==> config.mk <==
export PLATFORM = sky130hd
export DESIGN_NAME = nested_quote_tokenizer_core
export DESIGN_NICKNAME = d
export VERILOG_FILES = /design/src/rtl/nqt_pkg.sv /design/src/rtl/nested_quote_tokenizer_core.sv /design/src/rtl/nqt_stack_cell.sv /design/src/rtl/nqt_pair_match.sv /design/src/rtl/nqt_csr.sv
export SDC_FILE = /design/constraint.sdc
export NUM_CORES = 1
export LEC_CHECK = 0
export ABC_AREA = 1
export BUFFER_PORTS_ARGS = -buffer_cell sky130_fd_sc_hd__clkbuf_2
export CAP_MARGIN = 40
export CORE_ASPECT_RATIO = 1.4
export CORE_MARGIN = 2
export CORE_UTILIZATION = 28
export CTS_CLUSTER_SIZE = 28
export DETAILED_ROUTE_END_ITERATION = 8
export PLACE_DENSITY = 0.41
export SLEW_MARGIN = 10
export SYNTH_ARGS = -nofsm -noshare
export SYNTH_HDL_FRONTEND = slang
export SYNTH_SLANG_ARGS = --single-unit
==> constraint.sdc <==
create_clock -name clock -period 4.2 [get_ports clock]
set_input_delay 1.26 -clock clock [delete_from_list [all_inputs] [get_ports clock]]
set_output_delay 1.26 -clock clock [all_outputs]
set_load 0.02 [all_outputs]
==> src/rtl/nqt_pkg.sv <==
// ----------------------------------------------------------------------------
// nqt_pkg
// Shared types, constants and helpers of the nested quote tokenizer.
// ----------------------------------------------------------------------------
package nqt_pkg;

   localparam int MAX_PAIRS_DEF   = 4;
   localparam int STACK_DEPTH_DEF = 16;

   localparam int CHAR_W      = 8;
   localparam int PAIR_CNT_W  = 3;
   localparam int CHARS_W     = 32;
   localparam int REG_PAIRS   = CHARS_W / CHAR_W;
   localparam int DEPTH_OUT_W = 5;
   localparam int RSP_DATA_W  = 24;
   localparam int CSR_ADDR_W  = 4;
   localparam int CSR_DATA_W  = 32;

   localparam logic [CHAR_W-1:0] DELIM_RESET = 8'd44;

   typedef enum logic [1:0] {
      REG_DELIMITER  = 2'd0,
      REG_PAIR_COUNT = 2'd1,
      REG_OPEN       = 2'd2,
      REG_CLOSE      = 2'd3
   } reg_idx_type;

   typedef struct packed {
      logic [CHAR_W-1:0]     delimiter_char;
      logic [PAIR_CNT_W-1:0] pair_count;
      logic [CHARS_W-1:0]    open_chars;
      logic [CHARS_W-1:0]    close_chars;
   } cfg_type;

   // shift command for the stack cells
   typedef struct packed {
      logic push;
      logic pop;
   } stk_ctl_type;

   // pair matcher verdict
   typedef struct packed {
      logic hit;
      logic pop;
   } match_type;

   // byte of pair i in a packed char register; pairs past the register read 0
   function automatic logic [CHAR_W-1:0] pair_byte(logic [CHARS_W-1:0] r, int i);
      if (i >= REG_PAIRS) begin
         return '0;
      end
      return r[CHAR_W*i +: CHAR_W];
   endfunction

endpackage

==> src/rtl/nested_quote_tokenizer_core.sv <==
// ----------------------------------------------------------------------------
// nested_quote_tokenizer_core
// Splits a byte stream into tokens at a delimiter, ignoring delimiters inside
// nested quote or bracket pairs tracked on a shift stack of cells.
//
//   port group   dir  payload
//   req_*        in   tdata[7:0] in_char, tlast last_char
//   rsp_*        out  tdata: out_char, flags, nest_depth, overflow; tlast
//   csr_*        in   APB-style register port, regs at 0x0/0x4/0x8/0xC
//
// One byte per cycle while the output is taken: the pair compare and one
// stack shift settle in the accept cycle, and the stack row shifts at that
// edge; the result is registered in the output register at the same edge.
// req_tready stays high while the output register is empty or being taken.
// Synchronous reset clears pointer, token flag and output valid; no clear
// pass, stack slots above the pointer are never read.
// ----------------------------------------------------------------------------
module nested_quote_tokenizer_core #(
   parameter int MAX_PAIRS   = nqt_pkg::MAX_PAIRS_DEF,
   parameter int STACK_DEPTH = nqt_pkg::STACK_DEPTH_DEF
) (
   input  logic                           clock,
   input  logic                           reset,
   input  logic                           req_tvalid,
   output logic                           req_tready,
   input  logic [nqt_pkg::CHAR_W-1:0]     req_tdata,  // [7:0] in_char
   input  logic                           req_tlast,  // last_char
   output logic                           rsp_tvalid,
   input  logic                           rsp_tready,
   // [7:0] out_char, [8] in_token, [9] token_first, [10] token_end,
   // [15:11] nest_depth, [16] overflow, [23:17] zero
   output logic [nqt_pkg::RSP_DATA_W-1:0] rsp_tdata,
   output logic                           rsp_tlast,  // last_out
   input  logic                           csr_psel,
   input  logic                           csr_penable,
   input  logic                           csr_pwrite,
   input  logic [nqt_pkg::CSR_ADDR_W-1:0] csr_paddr,
   input  logic [nqt_pkg::CSR_DATA_W-1:0] csr_pwdata,
   output logic [nqt_pkg::CSR_DATA_W-1:0] csr_prdata,
   output logic                           csr_pready
);
   import nqt_pkg::*;

   localparam int IDX_W = (MAX_PAIRS > 1) ? $clog2(MAX_PAIRS) : 1;
   localparam int SP_W  = $clog2(STACK_DEPTH + 1);
   localparam logic [SP_W-1:0] SP_FULL = SP_W'(STACK_DEPTH);

   cfg_type     cfg;
   match_type   match;
   stk_ctl_type stk_ctl;
   logic [IDX_W-1:0] push_idx;
   logic [IDX_W-1:0] cell_idx [STACK_DEPTH];

   logic [SP_W-1:0] sp_ff, sp_in;
   logic            tok_ff, tok_in;
   logic            vld_ff, vld_in;

   logic [CHAR_W-1:0]      char_ff;
   logic                   member_ff, first_ff, end_ff, ovf_ff, last_ff;
   logic [DEPTH_OUT_W-1:0] depth_ff;

   logic            accept, enclosed, is_delim, member, first, tok_end, ovf;
   logic [SP_W-1:0] sp_step;
   logic [CHAR_W-1:0] in_char;

   assign in_char = req_tdata;

   nqt_csr u_csr (
      .clock       (clock),
      .reset       (reset),
      .csr_psel    (csr_psel),
      .csr_penable (csr_penable),
      .csr_pwrite  (csr_pwrite),
      .csr_paddr   (csr_paddr),
      .csr_pwdata  (csr_pwdata),
      .csr_prdata  (csr_prdata),
      .csr_pready  (csr_pready),
      .cfg         (cfg)
   );

   nqt_pair_match #(
      .MAX_PAIRS (MAX_PAIRS),
      .IDX_W     (IDX_W)
   ) u_match (
      .cfg      (cfg),
      .in_char  (in_char),
      .enclosed (enclosed),
      .top_idx  (cell_idx[0]),
      .match    (match),
      .push_idx (push_idx)
   );

   // cell 0 is top of stack
   for (genvar g = 0; g < STACK_DEPTH; g++) begin : g_cell
      nqt_stack_cell #(
         .IDX_W (IDX_W)
      ) u_cell (
         .clock    (clock),
         .ctl      (stk_ctl),
         .prev_idx ((g == 0) ? push_idx : cell_idx[(g == 0) ? 0 : g - 1]),
         .next_idx (cell_idx[(g == STACK_DEPTH - 1) ? g : g + 1]),
         .idx_q    (cell_idx[g])
      );
   end

   assign req_tready = !vld_ff || rsp_tready;
   assign accept     = req_tvalid && req_tready;

   always_comb begin
      enclosed     = (sp_ff != '0);
      is_delim     = (in_char == cfg.delimiter_char);
      member       = !is_delim || enclosed;
      first        = member && !tok_ff;
      stk_ctl.pop  = accept && member && match.hit && match.pop;
      stk_ctl.push = accept && member && match.hit && !match.pop && (sp_ff != SP_FULL);
      ovf          = member && match.hit && !match.pop && (sp_ff == SP_FULL);

      sp_step = sp_ff;
      if (stk_ctl.push) begin
         sp_step = sp_ff + SP_W'(1);
      end else if (stk_ctl.pop) begin
         sp_step = sp_ff - SP_W'(1);
      end

      tok_in  = tok_ff;
      sp_in   = sp_ff;
      tok_end = (!member && tok_ff) || (req_tlast && member);
      if (accept) begin
         tok_in = member;
         sp_in  = sp_step;
         if (req_tlast) begin
            tok_in = 1'b0;
            sp_in  = '0;
         end
      end

      vld_in = vld_ff;
      if (accept) begin
         vld_in = 1'b1;
      end else if (rsp_tready) begin
         vld_in = 1'b0;
      end
   end

   always_ff @(posedge clock) begin
      if (reset) begin
         sp_ff  <= '0;
         tok_ff <= 1'b0;
         vld_ff <= 1'b0;
      end else begin
         sp_ff  <= sp_in;
         tok_ff <= tok_in;
         vld_ff <= vld_in;
      end
   end

   always_ff @(posedge clock) begin
      if (accept) begin
         char_ff   <= in_char;
         member_ff <= member;
         first_ff  <= first;
         end_ff    <= tok_end;
         depth_ff  <= DEPTH_OUT_W'(sp_step);
         ovf_ff    <= ovf;
         last_ff   <= req_tlast;
      end
   end

   assign rsp_tvalid = vld_ff;
   assign rsp_tlast  = last_ff;
   assign rsp_tdata  = {7'b0, ovf_ff, depth_ff, end_ff, first_ff, member_ff, char_ff};

`ifndef SYNTH
   a_sp_bound: assert property (@(posedge clock) disable iff (reset)
      sp_ff <= SP_FULL)
      else $error("stack pointer past depth");

   a_last_clears: assert property (@(posedge clock) disable iff (reset)
      accept && req_tlast |=> (sp_ff == '0) && !tok_ff)
      else $error("state not cleared after last byte");

   a_ovf_full: assert property (@(posedge clock) disable iff (reset)
      accept && ovf |-> sp_ff == SP_FULL)
      else $error("overflow with room on stack");

   a_pop_nonempty: assert property (@(posedge clock) disable iff (reset)
      stk_ctl.pop |-> sp_ff != '0)
      else $error("pop of empty stack");

   a_first_member: assert property (@(posedge clock) disable iff (reset)
      rsp_tvalid && first_ff |-> member_ff)
      else $error("token start on non-member byte");
`endif

endmodule

==> src/rtl/nqt_stack_cell.sv <==
// ----------------------------------------------------------------------------
// nqt_stack_cell
// One slot of the shift stack: takes its upper neighbor's entry on a push
// and its lower neighbor's entry on a pop.
// ----------------------------------------------------------------------------
module nqt_stack_cell #(
   parameter int IDX_W = 2
) (
   input  logic                 clock,
   input  nqt_pkg::stk_ctl_type ctl,
   input  logic [IDX_W-1:0]     prev_idx,
   input  logic [IDX_W-1:0]     next_idx,
   output logic [IDX_W-1:0]     idx_q
);
   import nqt_pkg::*;

   logic [IDX_W-1:0] idx_ff;
   logic [IDX_W-1:0] idx_in;

   always_comb begin
      idx_in = idx_ff;
      if (ctl.push) begin
         idx_in = prev_idx;
      end else if (ctl.pop) begin
         idx_in = next_idx;
      end
   end

   always_ff @(posedge clock) begin
      idx_ff <= idx_in;
   end

   assign idx_q = idx_ff;

endmodule

==> src/rtl/nqt_pair_match.sv <==
// ----------------------------------------------------------------------------
// nqt_pair_match
// Parallel compare of one byte against the first pair_count pairs, first pair wins.
// ----------------------------------------------------------------------------
module nqt_pair_match #(
   parameter int MAX_PAIRS = nqt_pkg::MAX_PAIRS_DEF,
   parameter int IDX_W     = 2
) (
   input  nqt_pkg::cfg_type          cfg,
   input  logic [nqt_pkg::CHAR_W-1:0] in_char,
   input  logic                      enclosed,
   input  logic [IDX_W-1:0]          top_idx,
   output nqt_pkg::match_type        match,
   output logic [IDX_W-1:0]          push_idx
);
   import nqt_pkg::*;

   logic [CHAR_W-1:0] top_open;

   // open byte of the pair on top of the stack
   always_comb begin
      top_open = '0;
      if (int'(top_idx) < REG_PAIRS) begin
         top_open = CHAR_W'(cfg.open_chars >> {top_idx, 3'b000});
      end
   end

   always_comb begin
      logic              found;
      logic [CHAR_W-1:0] op;
      logic              pop_hit;
      found    = 1'b0;
      match    = '0;
      push_idx = '0;
      for (int i = 0; i < MAX_PAIRS; i++) begin
         op      = pair_byte(cfg.open_chars, i);
         pop_hit = enclosed && (in_char == pair_byte(cfg.close_chars, i))
                   && (op == top_open);
         if (!found && (int'(cfg.pair_count) > i)) begin
            if (pop_hit) begin
               found     = 1'b1;
               match.hit = 1'b1;
               match.pop = 1'b1;
            end else if (in_char == op) begin
               found     = 1'b1;
               match.hit = 1'b1;
               push_idx  = IDX_W'(i);
            end
         end
      end
   end

endmodule

==> src/rtl/nqt_csr.sv <==
// ----------------------------------------------------------------------------
// nqt_csr
// Configuration registers behind the APB-style port.
// ----------------------------------------------------------------------------
module nqt_csr (
   input  logic                          clock,
   input  logic                          reset,
   input  logic                          csr_psel,
   input  logic                          csr_penable,
   input  logic                          csr_pwrite,
   input  logic [nqt_pkg::CSR_ADDR_W-1:0] csr_paddr,
   input  logic [nqt_pkg::CSR_DATA_W-1:0] csr_pwdata,
   output logic [nqt_pkg::CSR_DATA_W-1:0] csr_prdata,
   output logic                          csr_pready,
   output nqt_pkg::cfg_type              cfg
);
   import nqt_pkg::*;

   cfg_type     cfg_ff;
   cfg_type     cfg_in;
   reg_idx_type sel;
   logic        wr_en;

   assign csr_pready = 1'b1;
   assign sel        = reg_idx_type'(csr_paddr[3:2]);
   assign wr_en      = csr_psel && csr_penable && csr_pwrite && csr_pready;

   always_comb begin
      cfg_in = cfg_ff;
      if (wr_en) begin
         case (sel)
            REG_DELIMITER:  cfg_in.delimiter_char = csr_pwdata[CHAR_W-1:0];
            REG_PAIR_COUNT: cfg_in.pair_count     = csr_pwdata[PAIR_CNT_W-1:0];
            REG_OPEN:       cfg_in.open_chars     = csr_pwdata;
            REG_CLOSE:      cfg_in.close_chars    = csr_pwdata;
            default:        cfg_in = cfg_ff;
         endcase
      end
   end

   always_comb begin
      case (sel)
         REG_DELIMITER:  csr_prdata = CSR_DATA_W'(cfg_ff.delimiter_char);
         REG_PAIR_COUNT: csr_prdata = CSR_DATA_W'(cfg_ff.pair_count);
         REG_OPEN:       csr_prdata = cfg_ff.open_chars;
         REG_CLOSE:      csr_prdata = cfg_ff.close_chars;
         default:        csr_prdata = '0;
      endcase
   end

   always_ff @(posedge clock) begin
      if (reset) begin
         cfg_ff.delimiter_char <= DELIM_RESET;
         cfg_ff.pair_count     <= '0;
         cfg_ff.open_chars     <= '0;
         cfg_ff.close_chars    <= '0;
      end else begin
         cfg_ff <= cfg_in;
      end
   end

   assign cfg = cfg_ff;

endmodule
Word level (Yosys, flattened, before mapping) --
Index checks and enable logic that the tools add are counted.
Operators by class: equal/unequal tests 18, shift-type cells 1, add/sub/neg operators 2, mux-type cells 69, magnitude comparators 4, reductions and logical operators 44
Operators by type and width (count):
- $pmux 32 s4 | 1
- $eq 8x8->1 | 13
- $mux 2 | 42
- $shr 32x5->8 | 1
- $logic_and 1x1->1 | 25
- $mux 1 | 23
- $mux 5 | 3
- $logic_not 1->1 | 8
- $reduce_and 2->1 | 4
- $gt 3x1->1 const B | 2
- $gt 3x2->1 const B | 2
- $add 5x1->5 const B | 1
- $eq 5x5->1 const B | 1
- $ne 5x5->1 const B | 1
- $reduce_bool 5->1 | 1
- $sub 5x1->5 const B | 1
- $eq 2x2->1 const B | 2
- $reduce_bool 2->1 | 2
- $logic_or 1x1->1 | 3
- $eq 2x1->1 const B | 1
- $logic_not 2->1 | 1
Word-level totals: bits of input ports 52, output and inout bits 60, word-level logic and storage cells 168, flip-flop bits (word level) 132

Logic depth before layout (Yosys ltp) --
depth after elaboration 19, gate-level depth with buffers 24

Hierarchy --
From an unflattened synthesis, not the netlist that was laid out.
Unflattened totals: cell total of the unflattened synthesis 1211, area total of the unflattened synthesis 8471.9 sq um
By module, submodules not included:
- nqt_csr | times used 1, cells an instance 519, sequential area each 1501.4 sq um, area each 3505.9 sq um
- nqt_pair_match | times used 1, cells an instance 356, sequential area each 0.0 sq um, area each 2000.7 sq um
- nested_quote_tokenizer_core | times used 1, cells an instance 176, sequential area each 680.7 sq um, area each 1483.9 sq um
- nqt_stack_cell | times used 16, cells an instance 10, sequential area each 60.1 sq um, area each 92.6 sq um

Worst setup path after synthesis --
No wires, ideal clock.
path kind input to register, start point in rsp_tready, end point reg depth_ff[0], data pin, path buffers 0, arrival time 3.649 ns, setup time 0.255 ns, path slack 0.296 ns, stages on the path 10, cell sequence inv_1 > nand2_1 > nand2_1 > inv_1 > nand2_1 > nor2_2 > nand2_2 > nand2_1 > nand2_1 > and2_1
Between the ends: word-level cells in the longest chain between the ends 7, elaborated cells on any way between the ends 9, classes of those cells mux: 2; reduce/logical: 7
RTL lines:
- start, declared | RTL line nested_quote_tokenizer_core.sv:29 | input logic rsp_tready,
- $logic_or 1x1->1 (*) | RTL line nested_quote_tokenizer_core.sv:106 | assign req_tready = !vld_ff || rsp_tready;
- named net req_tready | RTL line nested_quote_tokenizer_core.sv:25 | output logic req_tready,
- $logic_and 1x1->1 (*) | RTL line nested_quote_tokenizer_core.sv:107 | assign accept = req_tvalid && req_tready;
- named net accept | RTL line nested_quote_tokenizer_core.sv:62 | logic accept, enclosed, is_delim, member, first, tok_end, ovf;
- $logic_and 1x1->1 (*) (2 in a row) | RTL line nested_quote_tokenizer_core.sv:114, nested_quote_tokenizer_core.sv:115
- $logic_and 1x1->1, on equally long branches | RTL line nested_quote_tokenizer_core.sv:114, nested_quote_tokenizer_core.sv:115
- $mux 5 or $logic_and 1x1->1 (tied branches) | RTL line nested_quote_tokenizer_core.sv:121, nested_quote_tokenizer_core.sv:115
- $mux 5 (*) | RTL line nested_quote_tokenizer_core.sv:119 | if (stk_ctl.push) begin
- named net sp_step[0] | RTL line nested_quote_tokenizer_core.sv:63 | logic [SP_W-1:0] sp_step;
- end signal, assigned | RTL line nested_quote_tokenizer_core.sv:163 | depth_ff <= DEPTH_OUT_W'(sp_step);
- end, declared | RTL line nested_quote_tokenizer_core.sv:60 | logic [DEPTH_OUT_W-1:0] depth_ff;
Mark *: on every way through the listed nets, which the timed path passes. The rest lies on a longest branch. A chain may end at the register's enable or synchronous reset.

Final worst setup path --
start point in csr_paddr[3] (netlist name), end point out csr_prdata[19] (netlist name)
Between the ends: word-level cells in the longest chain between the ends 2, elaborated cells on any way between the ends 5, classes of those cells eq/ne: 3; mux: 1; reduce/logical: 1
RTL lines:
- start, declared | RTL line nested_quote_tokenizer_core.sv:37 | input logic [nqt_pkg::CSR_ADDR_W-1:0] csr_paddr,
- $eq 2x2->1 (tied with other cells) | RTL line nqt_csr.sv:42 | case (sel)
- $pmux 32 s4 (*) | RTL line nqt_csr.sv:42
- end, declared | RTL line nested_quote_tokenizer_core.sv:39 | output logic [nqt_pkg::CSR_DATA_W-1:0] csr_prdata,
Every way passes the cells marked *; elsewhere a longest branch is shown, timed or not.

==> impl_metrics.env <==
export IMPL_drc=0
export IMPL_std_cell_rows=70
export IMPL_setup_viol=0
export IMPL_placed_area_um2=8320
export IMPL_grt_usage_pct=19.2
export IMPL_hold_viol_final=0
export IMPL_layout_common_cells="nand2_1, clkbuf_2, o21ai_0"
export IMPL_io_buffers=101
export IMPL_async_reset_ff_share_pct=0
export IMPL_status="finished clean"
export IMPL_p_leak_nw=3.78
export IMPL_antenna_found_initial=0
export IMPL_fin_area_um2=8890
export IMPL_h_tree_depth=4
export IMPL_cts_tree="built"
export IMPL_cts_buffers_inserted=17
export IMPL_fin_crit_sh_pct=90.6
export IMPL_cts_buffer_depth=2
export IMPL_ys_ff_latch=132
export IMPL_gp_congestion=0.891
export IMPL_holdCritPathClass="flop to flop"
export IMPL_area_delta_synth_final_pct=19.5
export IMPL_core_um2=26100
export IMPL_drv_cap=0
export IMPL_die_x_um=142
export IMPL_post_cts_buffers=0
export IMPL_io_pins=112
export IMPL_seqPwrFrac_pct=43.7
export IMPL_clkPwrFrac_pct=47.3
export IMPL_grt_remaining_overflow=0
export IMPL_syn_area_um2=7440
export IMPL_clock_latency_ns=0.44
export IMPL_layout_nets=1167
export IMPL_clkTransAtPathRegs_ns=0.06
export IMPL_syn_avg_cell_area_um2=7.32
export IMPL_die_h_um=197
export IMPL_crit_arrival_ns=2.55
export IMPL_ctsHoldBuffers=0
export IMPL_start_util_pct=28.5
export IMPL_min_period_ns=3.81
export IMPL_root_buffer="clkbuf_16"
export IMPL_rsz0062_at_grt="false"
export IMPL_path_max_fanout=28
export IMPL_p_int_w=0.00227
export IMPL_cp_required_ns=2.94
export IMPL_via_count=6947
export IMPL_drive_above_1_share_pct=17.5
export IMPL_grt_max_degree=77
export IMPL_grt_pass1_wl_um=40400
export IMPL_diodes=0
export IMPL_hpwl_um=19700
export IMPL_p_sw_w=0.000868
export IMPL_switching_share_pct=27.7
export IMPL_drtPass1Iterations=4
export IMPL_fin_skew_ns=0.0134
export IMPL_fillerInstances=2871
export IMPL_multi_input_area_um2=3620
export IMPL_pre_cts_ws_ns=0.379
export IMPL_synth_cell_type_count=38
export IMPL_fin_ws_ns=0.395
export IMPL_netlist_instances=1016
export IMPL_wl_um=26100
export IMPL_yosysSeqAreaShare_pct=42.2
export IMPL_avgRoutedWirePerCell_um=18.0
export IMPL_ys_warn_count=0
export IMPL_clock_sinks=132
export IMPL_fmax_ghz=0.263
export IMPL_antenna_left=0
export IMPL_critPathLaunchType="primary input"
export IMPL_cts_resized=0
export IMPL_synth_top_flop_cell="dfxtp_1"
export IMPL_grt_pass1_vias=6971
export IMPL_vias_per_cell=4.79
export IMPL_vdd_drop_max_v=0.000267
export IMPL_fin_tns_setup_ns=0
export IMPL_synth_edf_count=50
export IMPL_path_class="primary input to primary output"
export IMPL_power_density_nw_per_um2=353
export IMPL_worst_slew_pin_slew_ns=0.698
export IMPL_pwr_share_comb_pct=9.0
export IMPL_slew_headroom_pct=53.5
export IMPL_regArea_um2=3140
export IMPL_die_area_um2=27900
export IMPL_final_common_cell="nand2_1"
export IMPL_slew_violations=0
export IMPL_drtIter0Drc=348
export IMPL_end_kind="primary output"
## cells by family after synthesis
family          after synthesis  share of synthesized area, %
flops                       132                          42.2
xor+xnor                     51                          6.00
buf+inv                     157                          9.38
simple gates                474                          27.7
compound gates              197                          14.1
fa+ha+maj                     3                         0.504
other cells                   2                         0.101
## flip-flops by register name, summed over array words and instances, names as in the netlist, 5 cells and up
signal	count
depth_ff	5
sp_ff	5
g_cell.u_cell.idx_q	32
u_csr.cfg	75
char_ff	8
## power by group through the flow
stage	registers [W]	clock network (W)	logic [W]
2_1_floorplan	0.00140	0	0.000163
3_3_place_gp	0.00140	0	0.000286
3_5_place_dp	0.00140	0	0.000286
4_1_cts	0.00137	0.00152	0.000287
5_1_grt	0.00137	0.00158	0.000312
6_report	0.00137	0.00148	0.000283
## final timing paths
kind | start | endpoint | slack, ns | cells after the start
worst max-delay path | csr_paddr[3] | csr_prdata[19] | 0.39 | 7
worst min-delay path | g_cell[14].u_cell.idx_q[0] | g_cell[15].u_cell.idx_q[0] | 0.46 | 0
worst max register to register | g_cell[0].u_cell.idx_q[1] | g_cell[6].u_cell.idx_q[0] | 1.08 | 15
worst min register to register | g_cell[14].u_cell.idx_q[0] | g_cell[15].u_cell.idx_q[0] | 0.46 | 0
## cell type report
class | count | area share [%]
Sequential cell | 132 | 35.4
Clock inverter | 15 | 1.66
Multi-Input combinational cell | 733 | 40.8
Inverter | 99 | 4.26
Tap cell | 324 | 4.56
Clock buffer | 17 | 4.79
Timing Repair Buffer | 129 | 8.61
## per-stage QoR
step | util, % | hold WS, ns | cells | power (W)
2_1_floorplan | - | 0.427 | 1022 | 0.00156
3_3_place_gp | 31.9 | 0.436 | 1417 | 0.00168
4_1_cts | 34.1 | 0.458 | 1449 | 0.00318
5_1_grt | 34.1 | 0.476 | 1449 | 0.00326
6_report | 34.1 | 0.456 | 1449 | 0.00313
3_5_place_dp | 31.9 | 0.451 | 1417 | 0.00168
## critical path, stage by stage
cell,delay [ns]
clkbuf_2,0.11
inv_1,0.04
nor2_1,0.23
inv_1,0.14
buf_4,0.26
o21ai_0,0.26
clkbuf_2,0.21
## cells in the mapped netlist (all sizes together), types with 3 or more instances
library cell / number / area [um2]
xnor2: 22 / 193
clkbuf: 27 / 101
o21ai: 106 / 531
nand4: 21 / 131
nor3: 7 / 46.3
o2111ai: 4 / 35.0
nor4: 3 / 18.8
nand2: 280 / 1100
nor2: 96 / 368
nand3: 64 / 380
dfxtp: 82 / 1640
o221ai: 3 / 26.3
a31oi: 3 / 18.8
a21oi: 61 / 305
ha: 3 / 37.5
buf: 31 / 218
xor2: 29 / 254
inv: 97 / 372
edfxtp: 50 / 1500
o22ai: 15 / 93.8
## layer usage
metal	vias up	share of wire, %	track usage, %
li1	3512	-	-
met1	3236	41	22.0
met2	151	51	33.5
met3	48	3.1	3.60
met4	0	5.2	10.8
met5	-	0	0
No activity file was read; power rests on OpenSTA's default activity.
